File: src/rtl/mp2a_pkg.sv
// ----------------------------------------------------------------------------
// mp2a_pkg
// Shared types and constants of the 2-D max pooling block with argmax.
// ----------------------------------------------------------------------------
package mp2a_pkg;

    localparam int IDX_W      = 20;
    localparam int CFG_DATA_W = 11;
    localparam int CFG_IDX_W  = 2;
    localparam int CFG_SIZE_W = 11;
    localparam int CFG_POOL_W = 5;

    localparam int DEF_MAX_WIDTH   = 1024;
    localparam int DEF_MAX_HEIGHT  = 1024;
    localparam int DEF_MAX_POOL    = 16;
    localparam int DEF_SAMPLE_BITS = 16;

    localparam int FQ_DEPTH = 4;
    localparam int OQ_DEPTH = 2;

    localparam logic [CFG_IDX_W-1:0] CFG_INPUT_WIDTH  = 2'd0;
    localparam logic [CFG_IDX_W-1:0] CFG_INPUT_HEIGHT = 2'd1;
    localparam logic [CFG_IDX_W-1:0] CFG_POOL_WIDTH   = 2'd2;
    localparam logic [CFG_IDX_W-1:0] CFG_POOL_HEIGHT  = 2'd3;

    typedef struct packed {
        logic first;
        logic emit;
        logic eop;
    } t_flags;

endpackage

File: src/rtl/mp2a_front.sv
// ----------------------------------------------------------------------------
// mp2a_front
// Configuration registers and raster position tracking; tags every
// accepted sample with its store slot, flat index and window flags.
// ----------------------------------------------------------------------------
module mp2a_front
    import mp2a_pkg::*;
#(
    parameter int MAX_WIDTH   = DEF_MAX_WIDTH,
    parameter int MAX_HEIGHT  = DEF_MAX_HEIGHT,
    parameter int MAX_POOL    = DEF_MAX_POOL,
    parameter int SAMPLE_BITS = DEF_SAMPLE_BITS
) (
    input  logic                                                i_clk,
    input  logic                                                i_rst_n,
    input  logic                                                i_cfg_wr_en,
    input  logic [CFG_IDX_W-1:0]                                i_cfg_index,
    input  logic [CFG_DATA_W-1:0]                               i_cfg_data,
    input  logic                                                i_push,
    input  logic signed [SAMPLE_BITS-1:0]                       i_sample,
    input  logic                                                i_q_full,
    output logic                                                o_q_push,
    output logic signed [SAMPLE_BITS-1:0]                       o_q_sample,
    output logic [((MAX_WIDTH > 1) ? $clog2(MAX_WIDTH) : 1)-1:0] o_q_slot,
    output logic [IDX_W-1:0]                                    o_q_here,
    output t_flags                                              o_q_flags
);
    localparam int COL_W = (MAX_WIDTH > 1) ? $clog2(MAX_WIDTH) : 1;
    localparam int ROW_W = (MAX_HEIGHT > 1) ? $clog2(MAX_HEIGHT) : 1;
    localparam int WP_W  = (MAX_POOL > 1) ? $clog2(MAX_POOL) : 1;
    localparam int WR_W  = $clog2(MAX_WIDTH + 1);
    localparam int HR_W  = $clog2(MAX_HEIGHT + 1);
    localparam int PR_W  = $clog2(MAX_POOL + 1);

    localparam int RST_WIDTH  = (MAX_WIDTH < 32) ? MAX_WIDTH : 32;
    localparam int RST_HEIGHT = (MAX_HEIGHT < 32) ? MAX_HEIGHT : 32;
    localparam int RST_POOL   = (MAX_POOL < 2) ? MAX_POOL : 2;

    logic [WR_W-1:0]  r_width;
    logic [HR_W-1:0]  r_height;
    logic [PR_W-1:0]  r_pool_w;
    logic [PR_W-1:0]  r_pool_h;
    logic [COL_W-1:0] r_col;
    logic [ROW_W-1:0] r_row;
    logic [WP_W-1:0]  r_wcol;
    logic [WP_W-1:0]  r_wrow;
    logic [COL_W-1:0] r_slot;
    logic [IDX_W-1:0] r_here;

    logic [CFG_SIZE_W-1:0] cfg_size;
    logic [CFG_POOL_W-1:0] cfg_pool;
    logic [WR_W-1:0]       n_width;
    logic [HR_W-1:0]       n_height;
    logic [PR_W-1:0]       n_pool;
    logic                  acc;
    logic                  last_col;
    logic                  last_row;
    logic                  wcol_wrap;
    logic                  wrow_wrap;

    assign cfg_size = i_cfg_data[CFG_SIZE_W-1:0];
    assign cfg_pool = i_cfg_data[CFG_POOL_W-1:0];

    always_comb begin
        if (cfg_size == '0) begin
            n_width  = WR_W'(1);
            n_height = HR_W'(1);
        end else begin
            n_width  = (32'(cfg_size) > MAX_WIDTH) ? WR_W'(MAX_WIDTH) : WR_W'(cfg_size);
            n_height = (32'(cfg_size) > MAX_HEIGHT) ? HR_W'(MAX_HEIGHT) : HR_W'(cfg_size);
        end
        if (cfg_pool == '0) begin
            n_pool = PR_W'(1);
        end else begin
            n_pool = (32'(cfg_pool) > MAX_POOL) ? PR_W'(MAX_POOL) : PR_W'(cfg_pool);
        end
    end

    assign acc       = i_push && !i_q_full;
    assign last_col  = (32'(r_col) + 32'd1 == 32'(r_width));
    assign last_row  = (32'(r_row) + 32'd1 == 32'(r_height));
    assign wcol_wrap = (32'(r_wcol) + 32'd1 == 32'(r_pool_w));
    assign wrow_wrap = (32'(r_wrow) + 32'd1 == 32'(r_pool_h));

    assign o_q_push        = acc;
    assign o_q_sample      = i_sample;
    assign o_q_slot        = r_slot;
    assign o_q_here        = r_here;
    assign o_q_flags.first = (r_wcol == '0) && (r_wrow == '0);
    assign o_q_flags.emit  = (last_col || wcol_wrap) && (last_row || wrow_wrap);
    assign o_q_flags.eop   = last_col && last_row;

    always_ff @(posedge i_clk) begin
        if (!i_rst_n) begin
            r_width  <= WR_W'(RST_WIDTH);
            r_height <= HR_W'(RST_HEIGHT);
            r_pool_w <= PR_W'(RST_POOL);
            r_pool_h <= PR_W'(RST_POOL);
            r_col    <= '0;
            r_row    <= '0;
            r_wcol   <= '0;
            r_wrow   <= '0;
            r_slot   <= '0;
            r_here   <= '0;
        end else if (i_cfg_wr_en) begin
            unique case (i_cfg_index)
                CFG_INPUT_WIDTH:  r_width  <= n_width;
                CFG_INPUT_HEIGHT: r_height <= n_height;
                CFG_POOL_WIDTH:   r_pool_w <= n_pool;
                CFG_POOL_HEIGHT:  r_pool_h <= n_pool;
                default: ;
            endcase
            r_col  <= '0;
            r_row  <= '0;
            r_wcol <= '0;
            r_wrow <= '0;
            r_slot <= '0;
            r_here <= '0;
        end else if (acc) begin
            if (last_col) begin
                r_col  <= '0;
                r_wcol <= '0;
                r_slot <= '0;
                if (last_row) begin
                    r_row  <= '0;
                    r_wrow <= '0;
                    r_here <= '0;
                end else begin
                    r_row  <= r_row + ROW_W'(1);
                    r_wrow <= wrow_wrap ? '0 : r_wrow + WP_W'(1);
                    r_here <= r_here + IDX_W'(1);
                end
            end else begin
                r_col  <= r_col + COL_W'(1);
                r_wcol <= wcol_wrap ? '0 : r_wcol + WP_W'(1);
                r_slot <= wcol_wrap ? r_slot + COL_W'(1) : r_slot;
                r_here <= r_here + IDX_W'(1);
            end
        end
    end

endmodule

File: config.mk
export PLATFORM = sky130hd
export DESIGN_NAME = mp2a_front
export DESIGN_NICKNAME = d
export VERILOG_FILES = /design/src/rtl/mp2a_pkg.sv /design/src/rtl/mp2a_front.sv
export SDC_FILE = /design/constraint.sdc
export NUM_CORES = 1
export LEC_CHECK = 0
export BUFFER_PORTS_ARGS = -buffer_cell sky130_fd_sc_hd__buf_2
export CAP_MARGIN = 15
export CORE_MARGIN = 1
export CORE_UTILIZATION = 60
export DETAILED_ROUTE_END_ITERATION = 8
export GPL_TIMING_DRIVEN = 0
export PLACE_DENSITY = 0.88
export REMOVE_ABC_BUFFERS = 1
export SETUP_SLACK_MARGIN = 0.2
export SYNTH_ARGS = -nofsm -noshare
export SYNTH_HDL_FRONTEND = slang
export SYNTH_SLANG_ARGS = --single-unit
File: constraint.sdc
create_clock -name i_clk -period 6.2 [get_ports i_clk]
set_input_delay 0.31 -clock i_clk [delete_from_list [all_inputs] [get_ports i_clk]]
set_output_delay 0.31 -clock i_clk [all_outputs]
set_load 0.005 [all_outputs]
==> impl_metrics.json <==
{
  "crit_chain": "ha_1 -> nand3_1 -> nor4_1 -> a31oi_1 -> o21ai_1 -> nand3_1 -> a22oi_1 -> buf_2",
  "dp_hpwl_mm": 8.82,
  "clock.fmax_mhz": 238,
  "row_count": 33,
  "place.gp.congestion": 0.899,
  "ys_top_cells_by_area": "dfxtp_1, nand2_1, nand3_1",
  "min_path_type": "in2reg",
  "critPathArrivalTime_ns": 3.89,
  "synthFlopType": "dfxtp_1",
  "clock_latency_ns": 0.37,
  "power.total_mw": 1.07,
  "post_cts_buffers": 0,
  "p_leak_nw": 2.15,
  "period_share_pct": 67.7,
  "powerDensity_mw_per_mm2": 192,
  "n_antenna_cell": 0,
  "core_sq_mm": 0.00834,
  "synth_top_cell_by_area": "dfxtp_1",
  "critPathCaptureType": "primary output",
  "grt_pass1_wl_mm": 20.7,
  "initial_utilization_pct": 62.6,
  "maxCapViolations": 0,
  "yosysWarnings": 0,
  "min_period_ns": 4.20,
  "syn_avg_cell_area_sq_um": 7.69,
  "die_area_sq_mm": 0.00908,
  "cts_root_buffer": "clkbuf_8",
  "tns_ns": 0,
  "synth_cell_types": 56,
  "syn_to_final_growth_pct": 6.66,
  "antenna_found_initial": 0,
  "hold_buffers": 0,
  "slew_viol_final": 0,
  "die_w_um": 95.3,
  "fp.dieH_um": 95.3,
  "hold_viol": 0,
  "rsz0062_at_grt": "false",
  "start_kind": "register",
  "post_cts_resize_count": 0,
  "totalWireLength_mm": 12.6,
  "grt_max_degree": 35,
  "fin_skew_ns": 0.00827,
  "ctsHtreeMaxLevel": 3,
  "ys_async_sr_fraction_pct": 0,
  "worst_pin_slew_ns": 1.14,
  "grt_pass1_vias": 4593,
  "nets": 730,
  "drt_pass1_iterations": 5,
  "worst_path_dominant_cell_family": "simple AND/OR/NAND/NOR gates",
  "met1Wirelength_mm": 5.42,
  "syn_area_sq_mm": 0.00522,
  "synth-seq-cells": 90,
  "cts_buffers": 9,
  "cp_max_fo": 32,
  "crit_top_cell": "nand3_1",
  "status": "finished, final reports clean",
  "clock-sinks": 90,
  "setup_viol": 0,
  "drc": 0,
  "clockBufferDepth": 2,
  "vias": 4920,
  "crit_slowest_cell": "nand3_1",
  "ant_nets": 0,
  "synth_cells": 679,
  "ioPinCount": 84,
  "drt-initial-drc-count": 276,
  "max_stage_delay_ns": 0.91,
  "wl_met3_um": 894,
  "synth.top_cell.area_share_pct": 34.5,
  "relSlewSlack_pct": 24.0,
  "top_layer": "met4",
  "critPathKind": "reg2out",
  "track_usage_pct": 28.9,
  "synth_edf_count": 0,
  "fin_util_pct": 66.8,
  "layout-drive-gt1-share_pct": 11.6,
  "overflow": 0,
  "wl_met2_mm": 6.09,
  "ys_seq_area_share_pct": 34.5,
  "wl_per_cell_um": 15.8,
  "port_buffers": 51,
  "clk_pin_slew_ns": 0.08,
  "fillCellCount": 702,
  "cts_tree": "done",
  "ir_worst_vdd_uv": 112,
  "crit_required_ns": 5.89,
  "path_buf_inv": 1,
  "holdWs_ns": 0.287,
  "viasPerCell": 6.17
}
## metrics by stage
| step | std cells | area [sq um] | worst slack (ns) |
|---|---|---|---|
| finish | 797 | 5570 | 2.00 |
| global route | 797 | 5570 | 1.69 |
| CTS | 797 | 5570 | 2.11 |
| detailed placement | 782 | 5380 | 2.51 |
| global placement | 780 | 5330 | 1.17 |
| floorplan | 624 | 4940 | 2.99 |
## cell families after synthesis
| family | synth area share, % |
|---|---|
| compound gates | 14.4 |
| fa+ha+maj | 1.92 |
| simple gates | 33.9 |
| buf+inv | 6.06 |
| flops | 34.5 |
| xor+xnor | 8.05 |
| mux | 1.15 |
## cells in the mapped netlist (8+ instances only)
master,n
a21boi_0,21
xnor2_1,24
and3_1,27
nor4_1,9
nor3_1,20
o21ai_1,13
inv_1,10
nor2_1,48
o21ai_0,21
a21oi_1,13
nand2b_1,10
ha_1,8
xor2_1,24
clkbuf_1,28
buf_4,16
nand2_1,118
nand4_1,16
dfxtp_1,90
buf_2,10
nand3_1,42
nor2b_1,19
## power by group
part	switching (mW)	internal [mW]	leakage (nW)
combinational	0.0437	0.0253	1.33
sequential	0.00626	0.584	0.727
clock	0.214	0.195	0.0877
## area by class of cell
type | count | area (sq um) | share of cell area (%)
sequential | 90 | 1800 | 32.3
clock buffer | 11 | 141 | 2.54
tap | 105 | 131 | 2.36
inverter | 10 | 37.5 | 0.674
multi-input combinational | 524 | 3110 | 55.9
timing repair buffer | 53 | 294 | 5.28
clock inverter | 4 | 52.6 | 0.943
## worst reg2reg max path, cell delays in order, from the launching register on
cell     delay (ns)
dfxtp_1        0.51
ha_1           0.43
nand3_1        0.34
nor4_1         0.38
a31oi_1        0.07
o21ai_1        0.26
nand3_1        0.91
and4b_1        0.55
a221o_1        0.26
## layout by cell type (no fill, tap or decap), drive strengths merged, types with 7 or more instances in the layout
cell and instances:
and3 27, dfxtp 90, buf 53, clkbuf 11, a21boi 21, nor3 22
nand2b 10, nand4b 7, nor2 48, nand4 17, ha 8, nor2b 19
nand2 119, nand3 42, nor4 9, xnor2 24, o21ai 35, inv 10
a21oi 13, xor2 24, a32oi 7, or2 7
## sequential cells by signal, indices dropped and copies added, names as in the netlist
name      count
o_q_here     20
o_q_slot     10
r_wcol        4
r_row        10
r_col        10
r_pool_w      5
r_height     11
r_width      11
r_wrow        4
r_pool_h      5
## metal layers
| layer | GRT usage, % | vias to the layer above |
|---|---|---|
| met5 | 0 | - |
| met4 | 11.9 | 0 |
| met3 | 6.22 | 17 |
| met2 | 48.8 | 225 |
| met1 | 35.4 | 2296 |
| li1 | - | 2382 |
## final timing paths
| check | start | endpoint | cells after the start | slack, ns |
|---|---|---|---|---|
| worst max-delay path | r_col[0]$_SDFFE_PP0P_ | o_q_flags[1] | 8 | 2.00 |
| worst min-delay path | i_cfg_data[1] | r_pool_w[1]$_SDFFE_PN1P_ | 3 | 0.29 |
| worst max register to register | r_col[0]$_SDFFE_PP0P_ | r_col[6]$_SDFFE_PP0P_ | 8 | 2.39 |
| worst min register to register | r_width[9]$_SDFFE_PN0P_ | r_width[9]$_SDFFE_PN0P_ | 2 | 0.49 |
Power figures use the tool's default switching activity.
