<file path="config.mk">
export PLATFORM = sky130hd
export DESIGN_NAME = mp2a_fifo
export DESIGN_NICKNAME = d
export VERILOG_FILES = /design/src/rtl/mp2a_fifo.sv
export SDC_FILE = /design/constraint.sdc
export NUM_CORES = 1
export LEC_CHECK = 0
export BUFFER_PORTS_ARGS = -buffer_cell sky130_fd_sc_hd__buf_2
export CAP_MARGIN = 0
export CORE_ASPECT_RATIO = 1.1
export CORE_MARGIN = 1.5
export CORE_UTILIZATION = 55
export CTS_CLUSTER_SIZE = 10
export DETAILED_ROUTE_END_ITERATION = 7
export GPL_TIMING_DRIVEN = 0
export PLACE_DENSITY = 0.77
export SYNTH_ARGS = -nofsm -noshare
export SYNTH_HDL_FRONTEND = slang
export SYNTH_SLANG_ARGS = --single-unit
</file>
<file path="constraint.sdc">
create_clock -name i_clk -period 4.8 [get_ports i_clk]
set_input_delay 1.44 -clock i_clk [delete_from_list [all_inputs] [get_ports i_clk]]
set_output_delay 1.44 -clock i_clk [all_outputs]
set_load 0.02 [all_outputs]
</file>
<file path="src/rtl/mp2a_fifo.sv">
// ----------------------------------------------------------------------------
// mp2a_fifo
// Small register queue, power-of-two depth, head shown while not empty.
// ----------------------------------------------------------------------------
module mp2a_fifo #(
    parameter int WIDTH = 8,
    parameter int DEPTH = 4
) (
    input  logic             i_clk,
    input  logic             i_rst_n,
    input  logic             i_push,
    input  logic [WIDTH-1:0] i_data,
    output logic             o_full,
    input  logic             i_pop,
    output logic             o_empty,
    output logic [WIDTH-1:0] o_data
);
    localparam int PTR_W = (DEPTH > 1) ? $clog2(DEPTH) : 1;
    localparam int CNT_W = $clog2(DEPTH + 1);

    logic [WIDTH-1:0] r_mem [DEPTH];
    logic [PTR_W-1:0] r_wr_ptr;
    logic [PTR_W-1:0] r_rd_ptr;
    logic [CNT_W-1:0] r_count;
    logic             wr;
    logic             rd;

    assign o_full  = (r_count == CNT_W'(DEPTH));
    assign o_empty = (r_count == '0);
    assign o_data  = r_mem[r_rd_ptr];
    assign wr      = i_push && !o_full;
    assign rd      = i_pop && !o_empty;

    always_ff @(posedge i_clk) begin
        if (!i_rst_n) begin
            r_wr_ptr <= '0;
            r_rd_ptr <= '0;
            r_count  <= '0;
        end else begin
            if (wr) begin
                r_wr_ptr <= r_wr_ptr + PTR_W'(1);
            end
            if (rd) begin
                r_rd_ptr <= r_rd_ptr + PTR_W'(1);
            end
            if (wr && !rd) begin
                r_count <= r_count + CNT_W'(1);
            end else if (rd && !wr) begin
                r_count <= r_count - CNT_W'(1);
            end
        end
    end

    always_ff @(posedge i_clk) begin
        if (wr) begin
            r_mem[r_wr_ptr] <= i_data;
        end
    end

endmodule

</file>
==> flow_summary.ini, run 1 <==
[power_and_ir_drop]
power_leakage_nw = 0.6677
finalPower_uw = 930.2
irDropWorstVdd_v = 0.0003587
powerDensity_mw_per_mm2 = 505.8

[routing]
drt_wl_total_mm = 2.372
viasPerCell = 5.430
dr.first_iter.drc_count = 16
drc = 0
wl_per_cell_um = 15.71
dr.pass1.iters = 4
vias = 820
antenna_left = 0

[grt]
grt_pass1_vias = 868
antenna_found_initial = 0
grtUsageTotal = 0.1749
grt_pass1_wl_mm = 3.760
grt_max_degree = 13
overflow = 0

[floorplan]
rows = 20
dieArea_sq_mm = 0.003317
die_h_um = 60.26
die_w_um = 55.05
io_pins = 22
start_util = 0.5848
core-area_sq_mm = 0.002803

[final_layout]
drive_gt1_frac = 0.3220
n_antenna_cell = 0
multi_input_area_sq_um = 462.9
finalNetCount = 135
regArea_sq_mm = 0.001141
synthToLayoutAreaGrowth_pct = 12.21
fillers = 211

[worst_setup_path]
timing.rr.start = r_count[0]$_SDFFE_PN0P_
critPathRequiredTime_ns = 3.36
worstSetupPathType = register to primary output
cp.arrival_ns = 1.67
end_kind = primary output
cp-endpoint = o_data[5]
timing.reg2reg.setup_slack_ns = 2.60
startpoint_type = register
regToRegEndpoint = r_count[2]$_SDFFE_PN0P_
cp_max_fo = 8
r2r_cells = 9

[clocking]
clock_tree.buffer_depth = 2
cts_tree = done
cts_setup_buffers = 0
htreeDepth = 2
root_buffer = clkbuf_4
holdBufCountCts = 0
postCtsResizedCells = 0
clk_latency_ns = 0.33
clk_pin_slew_ns = 0.10
cts-buffers-inserted = 5
clock-sinks = 41

[sta]
fin_setup_tns_ns = 0
fmax_mhz = 321.7
fin_ws_ns = 1.692
hold_viol_final = 0
slew-limit-headroom = 0.6628
timing.final.crit_share = 0.6475
setup_viol = 0
worstMarginPinSlew_ns = 0.5057
rsz0062_at_grt = no
slew_viol_final = 0
fin_skew_ns = 0.009920
finalCriticalPeriod_ns = 3.108

[logic_synthesis]
yosys.cell_types.count = 23
syn_area_sq_mm = 0.001639
synthCells = 90
yosys.area.top_type = edfxtp_1
yosys_warnings = 0
yosys-top-cells-count = edfxtp_1, dfxtp_1, and2_1, mux4_2, ha_1
ys_ff_latch = 41
synth_edf_count = 32
synth_nets = 108
syn_avg_cell_area_sq_um = 18.21
ys_async_sr_fraction = 0
yosysMostFrequentCell = edfxtp_1
yosys.area.top_type_share = 0.5863
ys.flop_type = edfxtp_1
synth_area_leaders = edfxtp_1, dfxtp_1, mux4_2, ha_1, and2_1
yosysSeqAreaShare = 0.6962

[job]
drv_cap = 0

[placed_design]
io_buffer_count = 20
place_worst_setup_slack_ns = 1.657
dp_hpwl_mm = 1.724
gp_congestion = 0.6946

[status]
outcome = finished, final reports clean

[min_path]
hold_class = register to register
## through the flow
stage / hold slack (ns) / std cells / util / instance area [sq um]
floorplan: 0.4677 / 90 / - / 1639
global placement: 0.4785 / 143 / 0.6353 / 1780
detailed placement: 0.5052 / 143 / 0.6353 / 1780
CTS: 0.5200 / 151 / 0.6563 / 1839
global route: 0.5403 / 151 / 0.6563 / 1839
finish: 0.5111 / 151 / 0.6563 / 1839
## where the power goes
group          total, mW  switching [mW]  internal (mW)
clock network      0.169          0.0965         0.0724
registers          0.467          0.0312          0.436
logic              0.294           0.157          0.137
total              0.930           0.285          0.645
## cells by family (layout without fill, tap and decap cells)
family / Yosys count / after routing / share of synthesized area
flip-flops: 41 / 41 / 0.6962
XOR/XNOR: 4 / 4 / 0.02138
AO/OA/AOI/OAI: 4 / 4 / 0.02061
adder cells (fa/ha/maj): 6 / 6 / 0.05038
AND/OR/NAND/NOR: 17 / 17 / 0.06183
buffers and inverters: 7 / 35 / 0.02137
multiplexers: 11 / 11 / 0.1282
## worst min-delay path by stage
| stage | start | to | slack [ns] | cells past startpoint |
|---|---|---|---|---|
| 6_report | r_wr_ptr[1]$_SDFFE_PN0P_ | r_wr_ptr[1]$_SDFFE_PN0P_ | 0.51 | 2 |
| 5_1_grt | r_wr_ptr[0]$_SDFFE_PN0P_ | r_wr_ptr[0]$_SDFFE_PN0P_ | 0.54 | 2 |
| 4_1_cts | r_wr_ptr[1]$_SDFFE_PN0P_ | r_wr_ptr[1]$_SDFFE_PN0P_ | 0.52 | 2 |
| 3_5_place_dp | r_wr_ptr[1]$_SDFFE_PN0P_ | r_wr_ptr[1]$_SDFFE_PN0P_ | 0.51 | 2 |
| 3_3_place_gp | r_wr_ptr[1]$_SDFFE_PN0P_ | r_wr_ptr[1]$_SDFFE_PN0P_ | 0.48 | 2 |
| 2_1_floorplan | r_wr_ptr[1]$_SDFFE_PN0P_ | r_wr_ptr[1]$_SDFFE_PN0P_ | 0.47 | 2 |
## critical path, cell delays in order (launching register included)
cell,delay [ns]
dfxtp_1,0.32
buf_2,0.28
mux4_2,0.57
buf_2,0.18
## per-layer routing
layer | routed length, um | global-route usage
met5 | 0 | 0
met4 | 71 | 0.09408
met3 | 123 | 0.05250
met2 | 1243 | 0.3010
met1 | 934 | 0.1876
## cells in the final DEF, fill, tap and decap left out, types with 2 or more instances in the layout
master	Yosys	final
clkbuf_1	1	3
inv_1	3	3
dfxtp_1	9	9
buf_2	1	21
clkbuf_4	0	5
nor2b_1	2	2
mux2i_1	3	3
ha_1	5	5
nand2_1	4	4
xnor2_1	3	3
and2_1	8	8
edfxtp_1	32	32
mux4_2	8	8
## area by class of cell
class	instances	share of cell area
Buffer	4	0.01293
Clock buffer	8	0.03197
Inverter	3	0.006122
Multi-Input combinational cell	42	0.2517
Sequential cell	41	0.6204
Tap cell	33	0.02245
Timing Repair Buffer	20	0.05442
## flip-flops by register name, indices dropped and copies added, names as in the netlist, named ones only
name and flops:
r_wr_ptr 2, r_count 3, r_mem 32, r_rd_ptr 2
Power figures use the tool's default switching activity.
==> run 2: changes to the inputs <==
ABC_AREA = 1   (was default)
PLACE_DENSITY = 0.76   (was 0.77)
clock period = 2.9 ns   (was 4.8 ns; I/O delays follow)
==> run 2 against run 1 <==
Effect of this change: routed wire length is 20% higher; sequential power up 66%; design area is 2.7% higher; critical path type unchanged; largest cell class unchanged; largest power group unchanged; highest routed layer unchanged.
==> flow_summary.ini, run 2 <==
[sta]
fin_skew_ns = 0.01116
slew_viol_final = 0
hold_viol_final = 0
fin_setup_tns_ns = 0
worstMarginPinSlew_ns = 0.7625
fmax_mhz = 415.1
hold_ws_ns = 0.5178
timing.final.crit_share = 0.8307
rsz0062_at_grt = no
setup_viol = 0
finalCriticalPeriod_ns = 2.409
slew-limit-headroom = 0.4898

[clocking]
clock-sinks = 41
cts-buffers-inserted = 5
cts_tree = done
cts_setup_buffers = 0
clock_tree.buffer_depth = 2
clk_pin_slew_ns = 0.11
clk_latency_ns = 0.35
postCtsResizedCells = 0
htreeDepth = 2
holdBufCountCts = 0
root_buffer = clkbuf_4

[final_layout]
final_cell_mix = edfxtp_1, nor2_1, buf_2
finalNetCount = 192
reg.largest.list = r_mem x32, r_count x3
regMostFlops = r_mem
mostFrequentLayoutCell = edfxtp_1
fin_util = 0.6618
stdcell_count = 208
synthToLayoutAreaGrowth_pct = 12.03
fillers = 220
largest_reg_flops = 32
n_antenna_cell = 0
drive_gt1_frac = 0.2057

[grt]
grt_pass1_vias = 1098
overflow = 0
grtUsageTotal = 0.2034
grt_max_degree = 14
grt_pass1_wl_mm = 4.850
antenna_found_initial = 0

[routing]
dr.first_iter.drc_count = 23
drc = 0
dr.pass1.iters = 4
antenna_left = 0
drt_wl_total_mm = 2.851
viasPerCell = 5.255
vias = 1093
wl_per_cell_um = 13.71

[logic_synthesis]
yosys_warnings = 0
yosys.area.top_type_share = 0.5702
ys.flop_type = edfxtp_1
synth_edf_count = 32
yosys.area.top_type = edfxtp_1
yosys.cell_types.count = 18
synth_nets = 164
yosys-top-cells-count = edfxtp_1, nor2_1, inv_1, nand2_1, o21ai_0
yosysSeqAreaShare = 0.6771
synth_area_leaders = edfxtp_1, dfxtp_1, nor2_1, o21ai_0, inv_1
syn_area_sq_mm = 0.001685
ys_async_sr_fraction = 0
ys_ff_latch = 41
synthCells = 146
syn_avg_cell_area_sq_um = 11.54
yosysMostFrequentCell = edfxtp_1

[power_and_ir_drop]
p_sw_uw = 576.7
irDropWorstVdd_v = 0.0007466
clkPwrFrac = 0.171
p_int_mw = 1.000
pwr-share-comb = 0.338
seq_power_share = 0.491
power_leakage_nw = 0.7477
finalPower_mw = 1.577
powerDensity_mw_per_mm2 = 835.1
p_sw_frac = 0.3658

[min_path]
hold_class = register to register
hold_path_end = r_rd_ptr[0]$_SDFFE_PN0P_
hold_path_depth = 2
worstHoldStart = r_rd_ptr[0]$_SDFFE_PN0P_

[status]
outcome = finished, final reports clean

[worst_setup_path]
end_kind = primary output
cp_max_fo = 10
critPathRequiredTime_ns = 2.03
regToRegEndpoint = r_count[2]$_SDFFE_PN0P_
worstSetupPathType = register to primary output
startpoint_type = register
timing.reg2reg.setup_slack_ns = 1.01
cp.arrival_ns = 1.54
r2r_cells = 13
timing.rr.start = r_count[1]$_SDFFE_PN0P_

[floorplan]
die_w_um = 55.78
core-area_sq_mm = 0.002853
dieArea_sq_mm = 0.003406
rows = 20
start_util = 0.5908
die_h_um = 61.06
io_pins = 22

[placed_design]
gp_congestion = 0.7330
dp.cells = 200
io_buffer_count = 21
dp_hpwl_mm = 2.037

[job]
drv_cap = 0
## run 2: cell count changes in the layout (fill, tap and decap cells not counted), sizes merged, moves of 4 or more
| cell | delta |
|---|---|
| o22ai | +8 |
| o21ai | +16 |
| nand3 | +4 |
| inv | +15 |
| and2 | -8 |
| nand2 | +11 |
| nor2 | +30 |
| mux4 | -8 |
## run 2: final cells by class
class | count | area (sq um) | area share
multi-input combinational | 85 | 454.2 | 0.2406
clock buffer | 6 | 41.29 | 0.02187
inverter | 18 | 67.56 | 0.03579
sequential | 41 | 1141 | 0.6044
timing repair buffer | 21 | 105.1 | 0.05567
clock inverter | 2 | 15.01 | 0.007952
buffer | 2 | 22.52 | 0.01193
tap | 33 | 41.29 | 0.02187
## run 2: routing by layer
metal  global-route usage  routed length [um]  up-vias  share of wire
met5                    0                   0        -              0
met4               0.1672                  60        0          0.021
met3              0.05462                 160        5          0.056
met2               0.3759                1564       24           0.55
met1               0.1948                1065      508           0.37
li1                     -                   -      556              -
## run 2: kinds of logic (layout without fill, tap and decap cells)
group	count (synthesis)	count (layout)	share of synthesized area
XOR/XNOR	1	1	0.005198
AND/OR/NAND/NOR	50	50	0.1195
flip-flops	41	41	0.6771
adder cells (fa/ha/maj)	6	6	0.04900
AO/OA/AOI/OAI	28	28	0.09577
buffers and inverters	20	49	0.05345
## run 2: power by group through the flow
stage / registers, mW / logic, mW / clock network, mW
final: 0.775 / 0.532 / 0.270
after detailed placement: 0.790 / 0.536 / 0
after global placement: 0.785 / 0.511 / 0
after CTS: 0.776 / 0.540 / 0.279
after global routing: 0.784 / 0.599 / 0.305
after floorplan: 0.774 / 0.386 / 0
## run 2: worst max-delay path, cell delays in order (launching register included)
cell and delay (ns):
dfxtp_1 0.42, inv_2 0.16, buf_6 0.17, nor2_1 0.05, o22ai_1 0.19, buf_2 0.20
## run 2: per-stage QoR
stage,area (sq um),setup slack (ns)
floorplan,1685,0.9017
global placement,1832,0.7200
detailed placement,1832,0.6616
CTS,1888,0.4694
global route,1888,0.3045
finish,1888,0.4911
## run 2: how the worst max path moves through the flow
stage / slack [ns] / cells past startpoint / end / from
CTS: 0.47 / 5 / o_data[0] / register
floorplan: 0.90 / 11 / r_count[2]$_SDFFE_PN0P_ / i_push
finish: 0.49 / 5 / o_data[4] / register
global route: 0.30 / 4 / o_data[4] / register
detailed placement: 0.66 / 12 / r_count[2]$_SDFFE_PN0P_ / i_push
global placement: 0.72 / 12 / r_count[2]$_SDFFE_PN0P_ / i_push
